$ cat src/rtl/core/cms_pkg.sv
package cms_pkg;

  // Mission limits
  localparam int unsigned MAX_ROWS         = 1023;
  localparam int unsigned POS_WIDTH        = 24;
  localparam int unsigned MIN_HOLD_TICKS   = 8;
  localparam int unsigned PHASE_HOLD_TICKS = 25;

  // Field and state widths
  localparam int unsigned ROW_W      = 10;
  localparam int unsigned IDX_W      = 11;
  localparam int unsigned HOLD_W     = 24;
  localparam int unsigned NE_W       = POS_WIDTH + 1;
  localparam int unsigned DOWN_W     = 18;
  localparam int unsigned CMD_W      = 3;
  localparam int unsigned CFG_IDX_W  = 3;
  localparam int unsigned CFG_DATA_W = 24;

  // Mission phases
  localparam logic [2:0] PH_WARMUP  = 3'd0;
  localparam logic [2:0] PH_TAKEOFF = 3'd1;
  localparam logic [2:0] PH_CRUISE  = 3'd2;
  localparam logic [2:0] PH_RETURN  = 3'd3;
  localparam logic [2:0] PH_LAND    = 3'd4;
  localparam logic [2:0] PH_LANDED  = 3'd5;

  // Vehicle commands
  localparam logic [CMD_W-1:0] CMD_NONE   = 3'd0;
  localparam logic [CMD_W-1:0] CMD_MODE   = 3'd1;
  localparam logic [CMD_W-1:0] CMD_ARM    = 3'd2;
  localparam logic [CMD_W-1:0] CMD_LAND   = 3'd3;
  localparam logic [CMD_W-1:0] CMD_DISARM = 3'd4;

  // Register indexes
  localparam logic [CFG_IDX_W-1:0] REG_ROW_SPACING   = 3'd0;
  localparam logic [CFG_IDX_W-1:0] REG_CRUISE_HEIGHT = 3'd1;
  localparam logic [CFG_IDX_W-1:0] REG_ORIGIN_X      = 3'd2;
  localparam logic [CFG_IDX_W-1:0] REG_ORIGIN_Y      = 3'd3;
  localparam logic [CFG_IDX_W-1:0] REG_HOME_X        = 3'd4;
  localparam logic [CFG_IDX_W-1:0] REG_HOME_Y        = 3'd5;
  localparam logic [CFG_IDX_W-1:0] REG_CRUISE_SPEED  = 3'd6;
  localparam logic [CFG_IDX_W-1:0] REG_WARMUP_TICKS  = 3'd7;

  // Output item sources
  localparam logic [1:0] OSEL_HOME_CH   = 2'd0;
  localparam logic [1:0] OSEL_HOME_LAND = 2'd1;
  localparam logic [1:0] OSEL_WAYPT     = 2'd2;
  localparam logic [1:0] OSEL_CMD       = 2'd3;

  // Controller to datapath
  typedef struct packed {
    logic             box_upd;
    logic             warm_inc;
    logic             out_load;
    logic [1:0]       osel;
    logic [CMD_W-1:0] out_cmd;
    logic             out_last;
    logic             cruise_init;
    logic             rows_start;
    logic             rows_load;
    logic             land_init;
    logic             land_step;
    logic             wp_wrap;
    logic             wp_mul;
    logic             wp_calc;
    logic             wp_save;
    logic             hold_dec;
    logic             idx_adv;
    logic             diff;
    logic             square;
    logic             sqrt_start;
    logic             div_hold_start;
    logic             hold_load;
  } cms_ctl_t;

  // Datapath to controller
  typedef struct packed {
    logic warm_active;
    logic warm_last;
    logic warm_zero;
    logic rows_zero;
    logic hold_zero;
    logic land_low;
    logic out_free;
    logic sqrt_busy;
    logic div_busy;
  } cms_sts_t;

endpackage

$ cat src/rtl/core/cms_ctrl.sv
module cms_ctrl (
  input  logic              clk_i,
  input  logic              rst_ni,
  input  logic              in_valid_i,
  input  logic              in_cmd_i,
  output logic              in_ready_o,
  input  cms_pkg::cms_sts_t sts_i,
  output cms_pkg::cms_ctl_t ctl_o
);
  import cms_pkg::*;

  localparam logic [4:0] S_IDLE      = 5'd0;
  localparam logic [4:0] S_W_HOME    = 5'd1;
  localparam logic [4:0] S_W_MODE    = 5'd2;
  localparam logic [4:0] S_W_ARM     = 5'd3;
  localparam logic [4:0] S_HOLD      = 5'd4;
  localparam logic [4:0] S_ROWS_W    = 5'd5;
  localparam logic [4:0] S_CR_MUL    = 5'd6;
  localparam logic [4:0] S_CR_CALC   = 5'd7;
  localparam logic [4:0] S_CR_EMIT   = 5'd8;
  localparam logic [4:0] S_NX_MUL    = 5'd9;
  localparam logic [4:0] S_NX_CALC   = 5'd10;
  localparam logic [4:0] S_DIFF      = 5'd11;
  localparam logic [4:0] S_SQ        = 5'd12;
  localparam logic [4:0] S_SQRT_GO   = 5'd13;
  localparam logic [4:0] S_SQRT_W    = 5'd14;
  localparam logic [4:0] S_DIV_W     = 5'd15;
  localparam logic [4:0] S_LAND      = 5'd16;
  localparam logic [4:0] S_LAND_EMIT = 5'd17;
  localparam logic [4:0] S_LAND_CMD  = 5'd18;
  localparam logic [4:0] S_DISARM    = 5'd19;

  logic [4:0] state_q, state_d;
  logic [2:0] phase_q, phase_d;
  logic [4:0] pticks_q, pticks_d;
  logic       lsent_q, lsent_d;
  logic       dsent_q, dsent_d;
  cms_ctl_t   c;

  assign in_ready_o = (state_q == S_IDLE);
  assign ctl_o      = c;

  // Sequence one item at a time
  always_comb begin
    state_d  = state_q;
    phase_d  = phase_q;
    pticks_d = pticks_q;
    lsent_d  = lsent_q;
    dsent_d  = dsent_q;
    c        = '0;
    unique case (state_q)
      S_IDLE: begin
        if (in_valid_i) begin
          if (!in_cmd_i) begin
            c.box_upd = (phase_q == PH_WARMUP) && sts_i.warm_zero;
          end else if (sts_i.warm_active) begin
            state_d = S_W_HOME;
          end else begin
            unique case (phase_q)
              PH_WARMUP: phase_d = PH_TAKEOFF;
              PH_TAKEOFF, PH_RETURN: state_d = S_HOLD;
              PH_CRUISE: begin
                if (sts_i.rows_zero) begin
                  phase_d = PH_RETURN;
                end else begin
                  c.wp_wrap = 1'b1;
                  state_d   = S_CR_MUL;
                end
              end
              PH_LAND: state_d = S_LAND;
              default: if (!dsent_q) state_d = S_DISARM;
            endcase
          end
        end
      end
      S_W_HOME: begin
        if (sts_i.out_free) begin
          c.out_load = 1'b1;
          c.osel     = OSEL_HOME_CH;
          c.out_last = !sts_i.warm_last;
          c.warm_inc = 1'b1;
          state_d    = sts_i.warm_last ? S_W_MODE : S_IDLE;
        end
      end
      S_W_MODE: begin
        if (sts_i.out_free) begin
          c.out_load = 1'b1;
          c.osel     = OSEL_CMD;
          c.out_cmd  = CMD_MODE;
          state_d    = S_W_ARM;
        end
      end
      S_W_ARM: begin
        if (sts_i.out_free) begin
          c.out_load = 1'b1;
          c.osel     = OSEL_CMD;
          c.out_cmd  = CMD_ARM;
          c.out_last = 1'b1;
          state_d    = S_IDLE;
        end
      end
      S_HOLD: begin
        if (sts_i.out_free) begin
          c.out_load = 1'b1;
          c.osel     = OSEL_HOME_CH;
          c.out_last = 1'b1;
          state_d    = S_IDLE;
          if (pticks_q >= 5'(PHASE_HOLD_TICKS - 1)) begin
            pticks_d = '0;
            if (phase_q == PH_TAKEOFF) begin
              phase_d       = PH_CRUISE;
              c.cruise_init = 1'b1;
              c.rows_start  = 1'b1;
              state_d       = S_ROWS_W;
            end else begin
              phase_d     = PH_LAND;
              c.land_init = 1'b1;
            end
          end else begin
            pticks_d = pticks_q + 5'd1;
          end
        end
      end
      S_ROWS_W: begin
        if (!sts_i.div_busy) begin
          c.rows_load = 1'b1;
          state_d     = S_IDLE;
        end
      end
      S_CR_MUL: begin
        c.wp_mul = 1'b1;
        state_d  = S_CR_CALC;
      end
      S_CR_CALC: begin
        c.wp_calc = 1'b1;
        state_d   = S_CR_EMIT;
      end
      S_CR_EMIT: begin
        if (sts_i.out_free) begin
          c.out_load = 1'b1;
          c.osel     = OSEL_WAYPT;
          c.out_last = 1'b1;
          c.wp_save  = 1'b1;
          if (!sts_i.hold_zero) begin
            c.hold_dec = 1'b1;
            state_d    = S_IDLE;
          end else begin
            c.idx_adv = 1'b1;
            state_d   = S_NX_MUL;
          end
        end
      end
      S_NX_MUL: begin
        c.wp_mul = 1'b1;
        state_d  = S_NX_CALC;
      end
      S_NX_CALC: begin
        c.wp_calc = 1'b1;
        state_d   = S_DIFF;
      end
      S_DIFF: begin
        c.diff  = 1'b1;
        state_d = S_SQ;
      end
      S_SQ: begin
        c.square = 1'b1;
        state_d  = S_SQRT_GO;
      end
      S_SQRT_GO: begin
        c.sqrt_start = 1'b1;
        state_d      = S_SQRT_W;
      end
      S_SQRT_W: begin
        if (!sts_i.sqrt_busy) begin
          c.div_hold_start = 1'b1;
          state_d          = S_DIV_W;
        end
      end
      S_DIV_W: begin
        if (!sts_i.div_busy) begin
          c.hold_load = 1'b1;
          state_d     = S_IDLE;
        end
      end
      S_LAND: begin
        c.land_step = 1'b1;
        state_d     = S_LAND_EMIT;
      end
      S_LAND_EMIT: begin
        if (sts_i.out_free) begin
          c.out_load = 1'b1;
          c.osel     = OSEL_HOME_LAND;
          c.out_last = lsent_q;
          if (sts_i.land_low) phase_d = PH_LANDED;
          state_d = lsent_q ? S_IDLE : S_LAND_CMD;
        end
      end
      S_LAND_CMD: begin
        if (sts_i.out_free) begin
          c.out_load = 1'b1;
          c.osel     = OSEL_CMD;
          c.out_cmd  = CMD_LAND;
          c.out_last = 1'b1;
          lsent_d    = 1'b1;
          state_d    = S_IDLE;
        end
      end
      S_DISARM: begin
        if (sts_i.out_free) begin
          c.out_load = 1'b1;
          c.osel     = OSEL_CMD;
          c.out_cmd  = CMD_DISARM;
          c.out_last = 1'b1;
          dsent_d    = 1'b1;
          state_d    = S_IDLE;
        end
      end
      default: state_d = S_IDLE;
    endcase
  end

  always_ff @(posedge clk_i or negedge rst_ni) begin
    if (!rst_ni) begin
      state_q  <= S_IDLE;
      phase_q  <= PH_WARMUP;
      pticks_q <= '0;
      lsent_q  <= 1'b0;
      dsent_q  <= 1'b0;
    end else begin
      state_q  <= state_d;
      phase_q  <= phase_d;
      pticks_q <= pticks_d;
      lsent_q  <= lsent_d;
      dsent_q  <= dsent_d;
    end
  end

endmodule

$ cat config.mk
export PLATFORM = sky130hd
export DESIGN_NAME = cms_ctrl
export DESIGN_NICKNAME = d
export VERILOG_FILES = /design/src/rtl/core/cms_pkg.sv /design/src/rtl/core/cms_ctrl.sv
export SDC_FILE = /design/constraint.sdc
export NUM_CORES = 1
export LEC_CHECK = 0
export BUFFER_PORTS_ARGS = -buffer_cell sky130_fd_sc_hd__buf_2
export CORE_UTILIZATION = 45
export CTS_CLUSTER_DIAMETER = 30
export DETAILED_ROUTE_END_ITERATION = 12
export PLACE_DENSITY = 0.7
export SYNTH_ARGS = -nofsm -noshare
export SYNTH_HDL_FRONTEND = slang
export SYNTH_SLANG_ARGS = --single-unit
$ cat constraint.sdc
create_clock -name clk_i -period 2.2 [get_ports clk_i]
set_input_delay 0.44 -clock clk_i [delete_from_list [all_inputs] [get_ports clk_i]]
set_output_delay 0.44 -clock clk_i [all_outputs]
set_load 0.005 [all_outputs]
==> summary.txt, run 1 <==
Pwr
  – Peak VDD IR: 685.0 uV
  – PD cells: 1044 nW/um^2
  – Leak: 0.8874 nW

Critical path
  – Critical path class: reg -> out
  – Endpoint kind of the worst setup timing path: output port
  – Data arrival, critical path: 1.75 ns
  – R2R cell count: 5
  – CP Max Fanout: 7
  – Worst R2R Setup Slack: 0.30 ns
  – Reg2reg start: state_q[3]$_DFFE_PN0P_
  – Crit path launch type: register
  – Worst path max stage delay: 0.53 ns
  – Slowest-stage cell, CP: dfrtp_4
  – Reg2reg end: state_q[3]$_DFFE_PN0P_
  – Crit path cell chain: nor3_4, nor2_1, a311oi_1, a31oi_1, nor2b_1, buf_2
  – Req. time, crit path: 1.76 ns
  – Buf+Inv Stages, Crit Path: 1
  – Crit-path leading delay family: flip-flops

Final layout
  – Cell Count, Final, Fillers Out: 273
  – Diode count: 0
  – Final nets: 244
  – Layout cells sized above 1: 37.55%
  – Post-route cell area: 1822 sq um
  – P&R area growth vs syn: 25.09%

Job
  – Max_cap viols: 0

Logic synthesis
  – Simple logic cell fraction of the synthesized area: 35.05%
  – Yosys cell types: 58
  – Asr flop ratio synth: 100.0%
  – Ys flop type: dfrtp_1
  – Seq/Total Area, Yosys: 25.77%
  – Synthesized-area fraction occupied by adder cells: 0.8591%
  – Cells after Synth: 183
  – Post-synth EDFFs: 0
  – Largest family of logic cells by synthesized area: simple AND/OR/NAND/NOR gates
  – Most common cell in the netlist: nand2_1
  – Top cell type by total area after synthesis: dfrtp_1
  – Post-Syn Area: 1456 sq um
  – Syn_nets: 197
  – Post-Synth XOR/XNOR Area: 3.608%
  – Synth Register Bits: 15
  – Commonest cells post-synth: nand2_1 (20), nor2_1 (17), dfrtp_1 (15)
  – Synth warnings: 0
  – Post-synthesis mux area share: 3.436%
  – Avg Cell Area, Syn: 7.958 sq um
  – Area share of the largest cell type after synthesis: 25.77%
  – Largest cells by area after synthesis: dfrtp_1 (26%), nand2_1 (5.2%), nor2_1 (4.4%)
  – Compound-cell area share of the yosys netlist: 23.37%

Drt
  – Total wire length: 3959 um
  – DR pass1 iterations: 4
  – Drt wl/cell: 14.50 um
  – Final antenna-violating net count: 0
  – First-iteration detailed-routing DRC count: 116
  – DRC Markers: 0
  – DR vias/cell: 5.663
  – Detailed-route via count: 1546

Global route
  – Total GRT Usage: 23.80%
  – Vias in the first global route: 1329
  – First-pass GRT wire length: 6210 um
  – Initial antenna violation count: 0
  – Largest net degree at the start of global routing: 19
  – Grt ovf: 0

STA
  – Setup ws final: 0.007176 ns
  – Final Setup Violations: 0
  – Period minus WS final: 2.193 ns
  – Clock Skew: 0.01194 ns
  – Relative slew slack: 69.61%
  – Peak Freq: 0.4560 GHz
  – Hold Violations, Final: 0
  – Worst-margin pin slew: 0.4559 ns
  – Crit share post-route: 99.67%
  – Setup TNS: 0 ns
  – Final Max Slew Viols: 0
  – Unrepaired setup endpoints after global routing: true

Die
  – Vert. Die Dim: 58.89 um
  – Row Count: 20
  – Initial Util: 47.70%
  – Chip width: 58.89 um
  – Core Box Area: 3053 sq um
  – Die ar.: 3468 sq um
  – # IOs: 39

Placement
  – HPWL Detailed: 2915 um
  – Dpl cell area: 1658 sq um
  – Post-Place Cells: 258
  – Buffers on Ports: 38
  – Placement Setup Slack: 0.2255 ns
  – GPL Wtd Cong: 0.8730

Hold path
  – HP Class: in -> async

Clock network
  – CTS tree: built
  – Total CTS buffers: 3
  – CTS sink cnt: 15
  – Register clock-pin slew on the reported worst setup and hold paths: 0.10 ns
  – Clock latency on the worst-skew pair: 0.30 ns
  – Max Root-Sink Buffers: 2
  – Clk root buf: clkbuf_4
  – # H-tree levels: 1

Status
  – Outcome: completed
[registers in the layout, indices dropped and copies added (netlist names)]
register,cells
state_q,5
lsent_q,1
dsent_q,1
pticks_q,5
phase_q,3
[power by group]
group          switching [mW]  total [mW]  internal, mW
registers               0.137       0.498         0.361
clock network          0.0953       0.163        0.0677
logic                   0.687        1.24         0.554
[how the worst max path moves through the flow]
stage,startpoint,slack [ns],end,depth (start not counted)
final,state_q[4]$_DFFE_PN0P_,0.007,ctl_o[16],6
after global routing,state_q[4]$_DFFE_PN0P_,-0.1,ctl_o[16],6
after CTS,state_q[4]$_DFFE_PN0P_,-0.006,ctl_o[10],4
after floorplan,state_q[1]$_DFFE_PN0P_,0.44,ctl_o[5],4
after detailed placement,state_q[4]$_DFFE_PN0P_,0.23,ctl_o[10],4
after global placement,state_q[4]$_DFFE_PN0P_,0.21,ctl_o[10],4
[logic make-up (layout without fill, tap and decap cells)]
family / after synthesis / in the layout
and+or+nand+nor: 90 / 90
muxes: 4 / 4
buffers and inverters: 20 / 66
AOI/OAI and AO/OA: 47 / 47
DFF: 15 / 15
xor gates and xnor gates: 6 / 6
adders and majority gates: 1 / 1
[worst reg2reg max path, stage by stage, from the launching register on]
cell and delay [ns]:
dfrtp_1 0.56, or2_2 0.40, nor3_4 0.23, a22oi_2 0.17
nand2_4 0.13, mux2_4 0.30
[routing by layer]
metal  wire length [um]  GRT usage, %  part of all wire [%]
met3                203         2.637                   5.1
met1               1903         33.56                    48
met4                 67         9.864                   1.7
met2               1785         36.85                    45
met5                  0             0                     0
[area by class of cell]
cell class | count | area, sq um
Multi-Input combinational cell | 148 | 998.5
Fill cell | 292 | 1231
Clock buffer | 3 | 22.52
Tap cell | 44 | 55.05
Clock inverter | 1 | 5.005
Timing Repair Buffer | 55 | 332.8
Sequential cell | 15 | 381.6
Inverter | 7 | 26.28
[cells in the final DEF, fill, tap and decap left out, drive strengths merged, types with 3 or more instances in the layout]
master	n
buf	53
nand2	21
nor2	21
dfrtp	15
nor3	11
o21ai	11
a21oi	8
nand3	7
inv	7
a31oi	6
nor2b	6
nor4	6
nand2b	5
xnor2	4
clkbuf	4
a211oi	3
[metrics by stage]
| stage | hold slack, ns | utilization [%] | total power [mW] |
|---|---|---|---|
| final | 0.03114 | 59.67 | 1.902 |
| after global routing | 0.04187 | 59.67 | 2.053 |
| after CTS | 0.03601 | 55.29 | 1.767 |
| after detailed placement | 0.3670 | 54.30 | 1.592 |
| after global placement | 0.3661 | 54.30 | 1.595 |
| after floorplan | 0.1444 | - | 1.358 |
[what timing repair did]
action | 4_1_cts | 5_1_grt
gates cloned | 0 | 0
setup endpoints to repair | 6 | 8
gates resized for setup | 2 | 9
hold buffers | 0 | 0
pin swaps | 0 | 4
setup buffers | 0 | 11
Power figures use the tool's default switching activity.
==> run 2, diff against run 1 <==
- BUFFER_PORTS_ARGS: -buffer_cell sky130_fd_sc_hd__buf_2 -> not set
- CTS_BUF_LIST: not set -> sky130_fd_sc_hd__clkbuf_8 sky130_fd_sc_hd__clkbuf_16
- CTS_CLUSTER_DIAMETER: 30 -> not set
- DONT_BUFFER_PORTS: not set -> 1
- PLACE_DENSITY: 0.7 -> not set
==> summary.txt, run 2 (synthesis results as in run 1) <==
STA
  – Clock Skew: 0.002339 ns
  – Peak Freq: 0.4793 GHz
  – Relative slew slack: 52.95%
  – Worst-margin pin slew: 0.7035 ns
  – Hold Violations, Final: 0
  – Final Setup Violations: 0
  – Final Max Slew Viols: 0
  – Setup ws final: 0.1135 ns
  – Period minus WS final: 2.086 ns
  – Setup TNS: 0 ns
  – Unrepaired setup endpoints after global routing: false
  – Crit share post-route: 94.84%

Final layout
  – Cell Count, Final, Fillers Out: 235
  – Most frequent cells in the layout: nand2_1 (20), nor2_1 (17), buf_4 (16)
  – # fillers: 293
  – Regs by FF count: pticks_q (5), state_q (5), phase_q (3)
  – Diode count: 0
  – P&R area growth vs syn: 11.43%
  – Layout cells sized above 1: 24.08%
  – Most common cell after layout, fill and taps aside: nand2_1
  – Final nets: 206

Drt
  – Final antenna-violating net count: 0
  – DR vias/cell: 6.009
  – Total wire length: 3904 um
  – DR pass1 iterations: 4
  – First-iteration detailed-routing DRC count: 84
  – DRC Markers: 0
  – Detailed-route via count: 1412
  – Drt wl/cell: 16.61 um

Die
  – Initial Util: 47.70%
  – Die ar.: 3468 sq um
  – Core Box Area: 3053 sq um
  – Vert. Die Dim: 58.89 um
  – # IOs: 39
  – Row Count: 20
  – Chip width: 58.89 um

Placement
  – HPWL Detailed: 2949 um
  – Placement Setup Slack: 0.2160 ns
  – Buffers on Ports: 0
  – GPL Wtd Cong: 0.8545
  – Post-Place Cells: 222

Critical path
  – Endpoint kind of the worst setup timing path: output port
  – Crit path from: state_q[0]$_DFFE_PN0P_
  – Slowest-stage cell, CP: dfrtp_2
  – Critical path class: reg -> out
  – Reg2reg start: state_q[3]$_DFFE_PN0P_
  – CP Max Fanout: 13
  – Req. time, crit path: 1.76 ns
  – Worst setup path end: ctl_o[5]
  – R2R cell count: 5
  – Data arrival, critical path: 1.65 ns
  – Worst R2R Setup Slack: 0.36 ns
  – Reg2reg end: state_q[2]$_DFFE_PN0P_
  – Worst path max stage delay: 0.51 ns
  – Crit path launch type: register
  – Crit path cell chain: or3_4, nor3_1, and2_1

Clock network
  – CTS tree: built
  – Clock latency on the worst-skew pair: 0.24 ns
  – Total CTS buffers: 3
  – CTS sink cnt: 15
  – Clk root buf: clkbuf_8
  – Max Root-Sink Buffers: 2
  – Register clock-pin slew on the reported worst setup and hold paths: 0.06 ns
  – # H-tree levels: 1

Hold path
  – HP Class: in -> reg
  – Hold path cells: 2

Global route
  – Grt met1 use: 32.15%
  – Global route hottest layer: met2
  – Met3 usage: 4.176%
  – Met2 usage: 37.66%
  – Initial antenna violation count: 0
  – First-pass GRT wire length: 6120 um
  – Total GRT Usage: 23.21%
  – Grt ovf: 0
  – Largest net degree at the start of global routing: 18
  – Vias in the first global route: 1303

Job
  – Max_cap viols: 0

Pwr
  – PD cells: 1161 nW/um^2
  – Peak VDD IR: 469.5 uV
  – Leak: 0.6907 nW
  – Final Power: 1.884 mW

Status
  – Outcome: completed
-- run 2: timing repair --
| item | in CTS | in global routing |
|---|---|---|
| cloned | 0 | 0 |
| pin swaps | 0 | 1 |
| setup endpoints to repair | 4 | 9 |
| gates resized for setup | 1 | 7 |
| hold endpoints to repair | 15 | 0 |
| setup buffers | 0 | 8 |
| hold buffers | 1 | 0 |
-- run 2: final cells by class --
cell class | instances | area (sq um) | area share (%)
clock buffers | 3 | 41.29 | 2.544
clock inverters | 1 | 3.754 | 0.2313
inverters | 7 | 26.28 | 1.619
multi-input cells | 148 | 985.9 | 60.76
flip-flops and latches | 15 | 380.4 | 23.44
well taps | 44 | 55.05 | 3.392
repair buffers | 17 | 130.1 | 8.018
-- run 2: how the worst min path moves through the flow --
stage,start,endpoint,slack (ns)
after floorplan,rst_ni,dsent_q$_DFFE_PN0P_,0.14
after global placement,rst_ni,pticks_q[3]$_DFFE_PN0P_,0.14
after detailed placement,rst_ni,pticks_q[2]$_DFFE_PN0P_,0.14
after CTS,sts_i[1],state_q[0]$_DFFE_PN0P_,0.43
after global routing,sts_i[1],state_q[1]$_DFFE_PN0P_,0.47
final,sts_i[1],state_q[0]$_DFFE_PN0P_,0.44
-- run 2: per-stage QoR --
stage          instance area (sq um)  util [%]  hold WS [ns]
2_1_floorplan                   1456         -        0.1444
5_1_grt                         1623     53.16        0.4703
3_5_place_dp                    1483     48.57        0.1448
4_1_cts                         1539     50.41        0.4311
3_3_place_gp                    1483     48.57        0.1448
6_report                        1623     53.16        0.4361
-- run 2: worst max-delay path, delay by kind of cell (launching register included) --
kind | cells | cell delay [ns]
flip-flops | 1 | 0.51
AND/OR/NAND/NOR | 3 | 0.90
-- run 2: metal layers --
| metal | up-vias | share of wire [%] |
|---|---|---|
| li1 | 679 | - |
| met1 | 668 | 44 |
| met2 | 63 | 48 |
| met3 | 2 | 7.5 |
| met4 | 0 | 0.54 |
| met5 | - | 0 |
-- run 2: where the power goes --
group	internal [mW]	total, mW	switching, mW
Sequential	0.360	0.555	0.195
Clock	0.123	0.211	0.0876
Combinational	0.513	1.12	0.605
==> run 3, diff against run 2 <==
- BUFFER_PORTS_ARGS: not set -> -buffer_cell sky130_fd_sc_hd__buf_2
- DONT_BUFFER_PORTS: 1 -> not set
- PLACE_DENSITY: not set -> 0.7
==> summary.txt, run 3 (synthesis results as in run 1) <==
Clock network
  – Register clock-pin slew on the reported worst setup and hold paths: 0.07 ns
  – Clk root buf: clkbuf_8
  – # H-tree levels: 1
  – Max Root-Sink Buffers: 2
  – Hold-fix buffers, CTS: 0
  – Total CTS buffers: 3
  – CTS sink cnt: 15
  – Clock latency on the worst-skew pair: 0.25 ns
  – CTS tree: built

Global route
  – Grt met1 use: 33.83%
  – Grt ovf: 0
  – Largest net degree at the start of global routing: 19
  – Met3 usage: 2.637%
  – Initial antenna violation count: 0
  – Met2 usage: 36.36%
  – First-pass GRT wire length: 6210 um
  – Vias in the first global route: 1327
  – Global route hottest layer: met2
  – Total GRT Usage: 23.71%

Placement
  – GPL Wtd Cong: 0.8730
  – HPWL Detailed: 2915 um
  – Buffers on Ports: 38
  – Post-Place Cells: 258

Drt
  – DRC Markers: 0
  – Final antenna-violating net count: 0
  – First-iteration detailed-routing DRC count: 134
  – DR vias/cell: 5.663
  – Detailed-route via count: 1512
  – Total wire length: 3903 um
  – DR pass1 iterations: 4
  – Drt wl/cell: 14.62 um

Critical path
  – Crit path launch type: register
  – Data arrival, critical path: 1.66 ns
  – Endpoint kind of the worst setup timing path: output port
  – Critical path class: reg -> out
  – CP Max Fanout: 9
  – Req. time, crit path: 1.76 ns

STA
  – Final Setup Violations: 0
  – Clock Skew: 0.006197 ns
  – Final Max Slew Viols: 0
  – Period minus WS final: 2.101 ns
  – Relative slew slack: 69.52%
  – Crit share post-route: 95.50%
  – Peak Freq: 0.4760 GHz
  – Hold Violations, Final: 0
  – Setup TNS: 0 ns
  – Worst-margin pin slew: 0.4572 ns

Final layout
  – Reg area: 381.6 sq um
  – Regs by FF count: pticks_q (5), state_q (5), phase_q (3)
  – P&R area growth vs syn: 22.42%
  – # fillers: 287
  – Most common cell after layout, fill and taps aside: buf_2
  – Layout cells sized above 1: 35.43%
  – Most frequent cells in the layout: buf_2 (38), nand2_1 (19), nor2_1 (17)
  – Footprint of the multi-input gates: 988.4 sq um
  – Cell Count, Final, Fillers Out: 267
  – Final nets: 238
  – Diode count: 0

Die
  – Row Count: 20
  – # IOs: 39
  – Chip width: 58.89 um
  – Vert. Die Dim: 58.89 um
  – Core Box Area: 3053 sq um
  – Die ar.: 3468 sq um
  – Initial Util: 47.70%

Pwr
  – Leak: 0.8538 nW
  – Peak VDD IR: 687.1 uV
  – PD cells: 1087 nW/um^2

Hold path
  – HP Class: in -> async

Status
  – Outcome: completed

Job
  – Max_cap viols: 0
run 3: per-layer routing:
layer | vias up | wire (um)
met5 | - | 0
met4 | 0 | 63
met3 | 6 | 303
met2 | 86 | 1782
met1 | 672 | 1754
li1 | 748 | -
run 3: final timing paths:
check | start | endpoint | slack (ns) | cells after the start
worst max-delay path | state_q[0]$_DFFE_PN0P_ | ctl_o[12] | 0.1 | 4
worst min-delay path | rst_ni | pticks_q[2]$_DFFE_PN0P_ | 0.09 | 1
worst max register to register | state_q[1]$_DFFE_PN0P_ | state_q[3]$_DFFE_PN0P_ | 0.27 | 6
worst min register to register | dsent_q$_DFFE_PN0P_ | dsent_q$_DFFE_PN0P_ | 0.48 | 1
max in group asynchronous | rst_ni | state_q[4]$_DFFE_PN0P_ | 1.83 | 1
min in group clk_i | dsent_q$_DFFE_PN0P_ | dsent_q$_DFFE_PN0P_ | 0.48 | 1
run 3: report_power, final:
part	internal, mW	switching (mW)	total (mW)
sequential	0.361	0.156	0.518
combinational	0.538	0.658	1.20
clock	0.125	0.0997	0.225
total	1.02	0.914	1.94
run 3: layout make-up:
type                            instances  area share, %
Timing Repair Buffer                   49          16.00
Sequential cell                        15          21.40
Clock buffer                            3          2.316
Inverter                                7          1.474
Multi-Input combinational cell        148          55.44
Tap cell                               44          3.088
Clock inverter                          1         0.2807
run 3: metrics by stage:
step | util (%) | instance area [sq um] | hold WS (ns) | worst slack [ns] | total power [mW]
finish | 58.40 | 1783 | 0.08627 | 0.09908 | 1.939
global route | 58.40 | 1783 | 0.1041 | -0.01823 | 2.090
CTS | 55.86 | 1705 | 0.09488 | 0.002785 | 1.826
detailed placement | 54.30 | 1658 | 0.3670 | 0.2255 | 1.592
global placement | 54.30 | 1658 | 0.3661 | 0.2139 | 1.595
floorplan | - | 1456 | 0.1444 | 0.4354 | 1.358
run 3: what timing repair did:
item,4_1_cts,5_1_grt
gates resized for setup,1,8
pin swaps,0,2
setup buffers,0,5
setup endpoints to repair,5,6
run 3: critical path, stage by stage (launching register included):
cell     delay [ns]
dfrtp_2        0.49
nor3_4         0.33
nand3_1        0.22
nor3_1         0.23
buf_2          0.14
